`config.mk`:
```
export PLATFORM = sky130hd
export DESIGN_NAME = mtms_divider
export DESIGN_NICKNAME = d
export VERILOG_FILES = /design/src/mtms_pkg.sv /design/src/mtms_divider.sv
export SDC_FILE = /design/constraint.sdc
export NUM_CORES = 1
export LEC_CHECK = 0
export BUFFER_PORTS_ARGS = -buffer_cell sky130_fd_sc_hd__buf_2
export CORE_ASPECT_RATIO = 1.4
export CORE_MARGIN = 5
export CORE_UTILIZATION = 58
export DETAILED_ROUTE_END_ITERATION = 12
export HOLD_SLACK_MARGIN = 0.08
export PLACE_DENSITY_LB_ADDON = 0.08
export SLEW_MARGIN = 20
export SYNTH_ARGS = -nofsm -noshare
export SYNTH_HDL_FRONTEND = slang
export SYNTH_SLANG_ARGS = --single-unit
```
`constraint.sdc`:
```
create_clock -name clk -period 3 [get_ports clk]
set_input_delay 0.3 -clock clk [delete_from_list [all_inputs] [get_ports clk]]
set_output_delay 0.3 -clock clk [all_outputs]
set_load 0.005 [all_outputs]
```
`src/mtms_pkg.sv`:
```
// shared constants and types for the motor tone melody sequencer
// no dependencies; used by mtms_divider and the top level
`timescale 1ns / 1ps

package mtms_pkg;

  localparam int TABLE_DEPTH_DEF = 256;
  localparam logic [15:0] REST_CODE_DEF = 16'd0;

  localparam int NUM_W = 19;
  localparam logic [NUM_W-1:0] HALF_NUM = 19'd500000;
  localparam logic [NUM_W-1:0] TICK_US = 19'd1000;

  localparam logic [1:0] MODE_TICK  = 2'd0;
  localparam logic [1:0] MODE_WRITE = 2'd1;
  localparam logic [1:0] MODE_START = 2'd2;
  localparam logic [1:0] MODE_STOP  = 2'd3;

  localparam logic [2:0] REG_AMPLITUDE  = 3'd0;
  localparam logic [2:0] REG_GAP_TIME   = 3'd1;
  localparam logic [2:0] REG_LOOP       = 3'd2;
  localparam logic [2:0] REG_SONG_LEN   = 3'd3;
  localparam logic [2:0] REG_DRIVE_NODE = 3'd4;

  typedef struct packed {
    logic        start;
    logic [15:0] divisor;
  } div_req_t;

  typedef struct packed {
    logic             done;
    logic [NUM_W-1:0] quotient;
  } div_rsp_t;

endpackage

```
`src/mtms_divider.sv`:
```
// serial restoring divider for the half period, one quotient bit per cycle
// depends on mtms_pkg for the dividend constant and request/response types
`timescale 1ns / 1ps

module mtms_divider (
  input  logic               clk,
  input  logic               rst,
  input  mtms_pkg::div_req_t req,
  output mtms_pkg::div_rsp_t rsp
);

  logic                         running;
  logic [4:0]                   count;
  logic [15:0]                  dsr;
  logic [15:0]                  rem;
  logic [mtms_pkg::NUM_W-1:0]   quo;
  logic                         done;
  logic [16:0]                  trial;
  logic                         fits;

  assign trial = {rem, mtms_pkg::HALF_NUM[count]};
  assign fits  = trial >= {1'b0, dsr};

  always_ff @(posedge clk) begin
    if (rst) begin
      running <= 1'b0;
      done    <= 1'b0;
      count   <= 5'd0;
    end else begin
      done <= 1'b0;
      if (req.start) begin
        running <= 1'b1;
        count   <= 5'(mtms_pkg::NUM_W - 1);
      end else if (running) begin
        if (count == 5'd0) begin
          running <= 1'b0;
          done    <= 1'b1;
        end else begin
          count <= count - 5'd1;
        end
      end
    end
  end

  always_ff @(posedge clk) begin
    if (req.start) begin
      dsr <= req.divisor;
      rem <= 16'd0;
      quo <= '0;
    end else if (running) begin
      rem <= fits ? 16'(trial - {1'b0, dsr}) : trial[15:0];
      quo <= {quo[mtms_pkg::NUM_W-2:0], fits};
    end
  end

  assign rsp.done     = done;
  assign rsp.quotient = quo;

endmodule

```
==> impl_metrics.prom <==
# TYPE chip_impl_metric gauge
chip_impl_metric{name="wire_per_inst",unit="um"} 15.6
chip_impl_metric{name="antenna_cells_inserted",unit=""} 0
chip_impl_metric{name="buffering_stage_count_on_the_worst_path_with_inverters_included",unit=""} 1
chip_impl_metric{name="buffer_ports.inserted",unit=""} 38
chip_impl_metric{name="design.die.area",unit="um^2"} 7250
chip_impl_metric{name="period_share",unit="%"} 93.1
chip_impl_metric{name="r2r.worst_path.cells",unit=""} 11
chip_impl_info{name="crit_path_cells",value="inv_1 > ha_1 > a21oi_1 > a21oi_1 > nor2_1 > ha_1 > nand4_1 > or3_4 > o41a_4 > a2111oi_4 > a311o_1"} 1
chip_impl_metric{name="postPlaceCellArea",unit="um^2"} 3470
chip_impl_metric{name="drt_wl_total",unit="um"} 7240
chip_impl_metric{name="track_usage",unit="%"} 21.0
chip_impl_metric{name="tns",unit="ps"} 0
chip_impl_metric{name="area_fraction_in_compound_gates_after_synthesis",unit="%"} 21.5
chip_impl_metric{name="finalSetupViolations",unit=""} 0
chip_impl_metric{name="clock.fmax",unit="MHz"} 358
chip_impl_metric{name="global_route.overflow_total",unit=""} 0
chip_impl_metric{name="max-vdd-ir-drop",unit="V"} 0.000414
chip_impl_metric{name="timing.final.max_slew_violations",unit=""} 0
chip_impl_metric{name="first_iter_violations",unit=""} 110
chip_impl_metric{name="maximum_number_of_pins_on_one_net_before_global_route_repair",unit=""} 52
chip_impl_info{name="synth_top_family_by_area",value="compound AO/OA/AOI/OAI gates"} 1
chip_impl_metric{name="grt_pass1_vias",unit=""} 2616
chip_impl_metric{name="syn-instance-count",unit=""} 353
chip_impl_metric{name="power_total",unit="mW"} 1.92
chip_impl_info{name="tritoncts",value="yes"} 1
chip_impl_metric{name="cpPeakStageDelay",unit="ps"} 460
chip_impl_metric{name="synth.net_count",unit=""} 391
chip_impl_metric{name="dpl.hpwl",unit="um"} 5010
chip_impl_info{name="worstSetupEndpointType",value="register"} 1
chip_impl_info{name="top_layer",value="met4"} 1
chip_impl_metric{name="path_max_fanout",unit=""} 12
chip_impl_metric{name="tightestPinTransition",unit="ps"} 634
chip_impl_info{name="final_cell_mix",value="nor2_1 (45), dfxtp_1 (41), buf_2 (38), inv_1 (24)"} 1
chip_impl_info{name="end_of_the_worst_register_to_register_path",value="rem[1]$_SDFFE_PP0P_"} 1
chip_impl_metric{name="crit_cells",unit=""} 11
chip_impl_metric{name="route.layer.met1.wl",unit="um"} 2970
chip_impl_metric{name="ctsHoldBuffers",unit=""} 0
chip_impl_metric{name="fin_worst_hold_slack",unit="ps"} 136
chip_impl_metric{name="max-slew-margin-rel",unit="%"} 57.5
chip_impl_metric{name="synth_xor_xnor_area_share",unit="%"} 3.22
chip_impl_metric{name="met2RoutedLength",unit="um"} 3700
chip_impl_metric{name="simple_gate_share_of_the_synthesized_area",unit="%"} 15.5
chip_impl_metric{name="synth.cell_area",unit="um^2"} 3270
chip_impl_metric{name="synth_enable_flop_cells",unit=""} 16
chip_impl_metric{name="floorplan.rows",unit=""} 32
chip_impl_metric{name="synth_adder_area_share",unit="%"} 7.51
chip_impl_metric{name="timing.critical_path.required",unit="ps"} 3280
chip_impl_metric{name="crit_arrival",unit="ps"} 3070
chip_impl_metric{name="place_worst_setup_slack",unit="ps"} 176
chip_impl_metric{name="time_the_worst_path_needs_with_i_o_delays_and_setup",unit="ps"} 2790
chip_impl_metric{name="vias_per_instance",unit=""} 6.00
chip_impl_metric{name="yosysUniqueCellTypes",unit=""} 59
chip_impl_metric{name="detailroute.wirelength.met3",unit="um"} 395
chip_impl_info{name="result_of_the_run",value="finished, final reports clean"} 1
chip_impl_metric{name="detailroute.via_count",unit=""} 2778
chip_impl_metric{name="numCtsBuffers",unit=""} 9
chip_impl_metric{name="ctsHtreeMaxLevel",unit=""} 3
chip_impl_metric{name="floorplan.io_pins",unit=""} 39
chip_impl_metric{name="power.static_leakage",unit="nW"} 1.62
chip_impl_info{name="mostFrequentLayoutCell",value="nor2_1"} 1
chip_impl_info{name="timing.rr.start",value="count[0]$_SDFFE_PP0P_"} 1
chip_impl_info{name="setup.worst_path.start_class",value="register"} 1
chip_impl_metric{name="floorplan.core_area",unit="um^2"} 5490
chip_impl_metric{name="nNetsFinal",unit=""} 428
chip_impl_metric{name="cts.path.max_buffers",unit=""} 2
chip_impl_metric{name="synthArstFlopShare",unit="%"} 0
chip_impl_metric{name="synth.yosys.warnings",unit=""} 0
chip_impl_metric{name="gp_routability_congestion",unit=""} 0.849
chip_impl_metric{name="die_w",unit="um"} 73.4
chip_impl_metric{name="cts_num_sinks",unit=""} 58
chip_impl_metric{name="power_density",unit="nW/um^2"} 514
chip_impl_metric{name="post-route-worst-setup-slack",unit="ps"} 206
chip_impl_info{name="root_buffer",value="clkbuf_8"} 1
chip_impl_metric{name="yosys_register_bits",unit=""} 58
chip_impl_metric{name="postLayoutCellArea",unit="um^2"} 3730
chip_impl_metric{name="grt_pass1_wl",unit="um"} 12000
chip_impl_metric{name="initial_utilization",unit="%"} 59.5
chip_impl_info{name="critical_path.startpoint",value="count[0]$_SDFFE_PP0P_"} 1
chip_impl_metric{name="drv.max_cap_violation_count",unit=""} 0
chip_impl_metric{name="area_growth_syn_to_layout",unit="%"} 14.3
chip_impl_metric{name="hold_violations",unit=""} 0
chip_impl_metric{name="detail-route-antenna-nets",unit=""} 0
chip_impl_metric{name="layout-drive-gt1-share",unit="%"} 19.0
chip_impl_info{name="ys.flop_type",value="dfxtp_1"} 1
chip_impl_info{name="crit_family",value="compound AO/OA/AOI/OAI gates"} 1
chip_impl_metric{name="ys_seq_area_share",unit="%"} 40.5
chip_impl_metric{name="insertion_delay",unit="ps"} 340
chip_impl_metric{name="antenna_found_initial",unit=""} 0
chip_impl_info{name="worst-setup-path-type",value="register to register"} 1
chip_impl_metric{name="clk_pin_slew_worst_paths",unit="ps"} 70
chip_impl_metric{name="drc_errors",unit=""} 0
chip_impl_metric{name="syn_avg_cell_area",unit="um^2"} 9.25
chip_impl_info{name="cp-endpoint",value="rem[1]$_SDFFE_PP0P_"} 1
chip_impl_info{name="worst_path_max_delay_cell",value="o41a_4"} 1
chip_impl_metric{name="fin_skew",unit="ps"} 10.8
chip_impl_metric{name="die_h",unit="um"} 98.8
chip_impl_info{name="hold_path_class",value="input pin to register"} 1
chip_impl_metric{name="synth.area.mux_share",unit="%"} 5.82
chip_impl_metric{name="firstDrtPassIters",unit=""} 4
chip_impl_metric{name="setup.reg_to_reg.worst_slack",unit="ps"} 210
sequential cells by signal, indices dropped and copies added, names as in the netlist:
| name | cells |
|---|---|
| quo | 19 |
| done | 1 |
| count | 5 |
| rem | 16 |
| dsr | 16 |
| running | 1 |
kinds of logic after synthesis:
| group | count (synthesis) |
|---|---|
| and+or+nand+nor | 108 |
| DFF | 58 |
| buffers and inverters | 46 |
| adders and majority gates | 19 |
| muxes | 19 |
| AOI/OAI and AO/OA | 91 |
| xor gates and xnor gates | 12 |
routing by layer:
layer / vias up / GRT usage, %
li1: 1370 / -
met1: 1303 / 25.4
met2: 87 / 33.4
met3: 18 / 6.22
met4: 0 / 10.5
met5: - / 0
cell usage after synthesis, drive strengths merged (5+ instances only):
master   n  area share [%]
edfxtp  16              15
nand3   19             2.9
and3     8             1.5
clkbuf  12             1.4
inv     24             2.8
o21a     5             1.2
a21oi   18             2.8
o31ai    6             1.4
buf     10             1.9
nor2    45             5.2
dfxtp   42              26
o21ai   14             2.5
mux2i   19             5.8
ha      18             6.9
xnor2    9             2.4
a311oi   7             2.1
nor4     5            0.96
nand2   15             1.7
report_power, final:
group / total, mW / switching, mW / internal, mW
logic: 0.339 / 0.202 / 0.137
clock network: 0.713 / 0.295 / 0.417
registers: 0.866 / 0.0244 / 0.842
how the worst min path moves through the flow:
stage | slack [ps] | cells after the start | end | startpoint
after CTS | 120 | 1 | dsr[5]$_DFFE_PP_ | req[5]
after global placement | 470 | 2 | quo[18]$_SDFFE_PP0P_ | quo[18]$_SDFFE_PP0P_
after detailed placement | 480 | 1 | dsr[7]$_DFFE_PP_ | req[7]
final | 140 | 1 | dsr[10]$_DFFE_PP_ | req[10]
after floorplan | 370 | 1 | count[1]$_SDFFE_PP0P_ | rst
after global routing | 110 | 1 | dsr[13]$_DFFE_PP_ | req[13]
metrics by stage:
stage                     instances  utilization, %
final                           463            68.1
after global placement          442            63.3
after floorplan                 353               -
after detailed placement        442            63.3
after CTS                       458            67.0
after global routing            463            68.1
final cells by class:
class                   count  area, um^2
inverters                  24        90.1
multi-input cells         249        1760
flip-flops and latches     58        1320
repair buffers             48         269
well taps                  68        85.1
clock buffers              15         198
clock inverters             1        5.00
fillers                   443        1750
timing repair:
item / in CTS / in global routing
endpoints found under the hold margin: 0 / 0
endpoints found under the setup margin: 0 / 15
buffers inserted: 0 / 4
gates resized for setup: 0 / 6
Note: power is estimated with default switching activity, not from simulation.
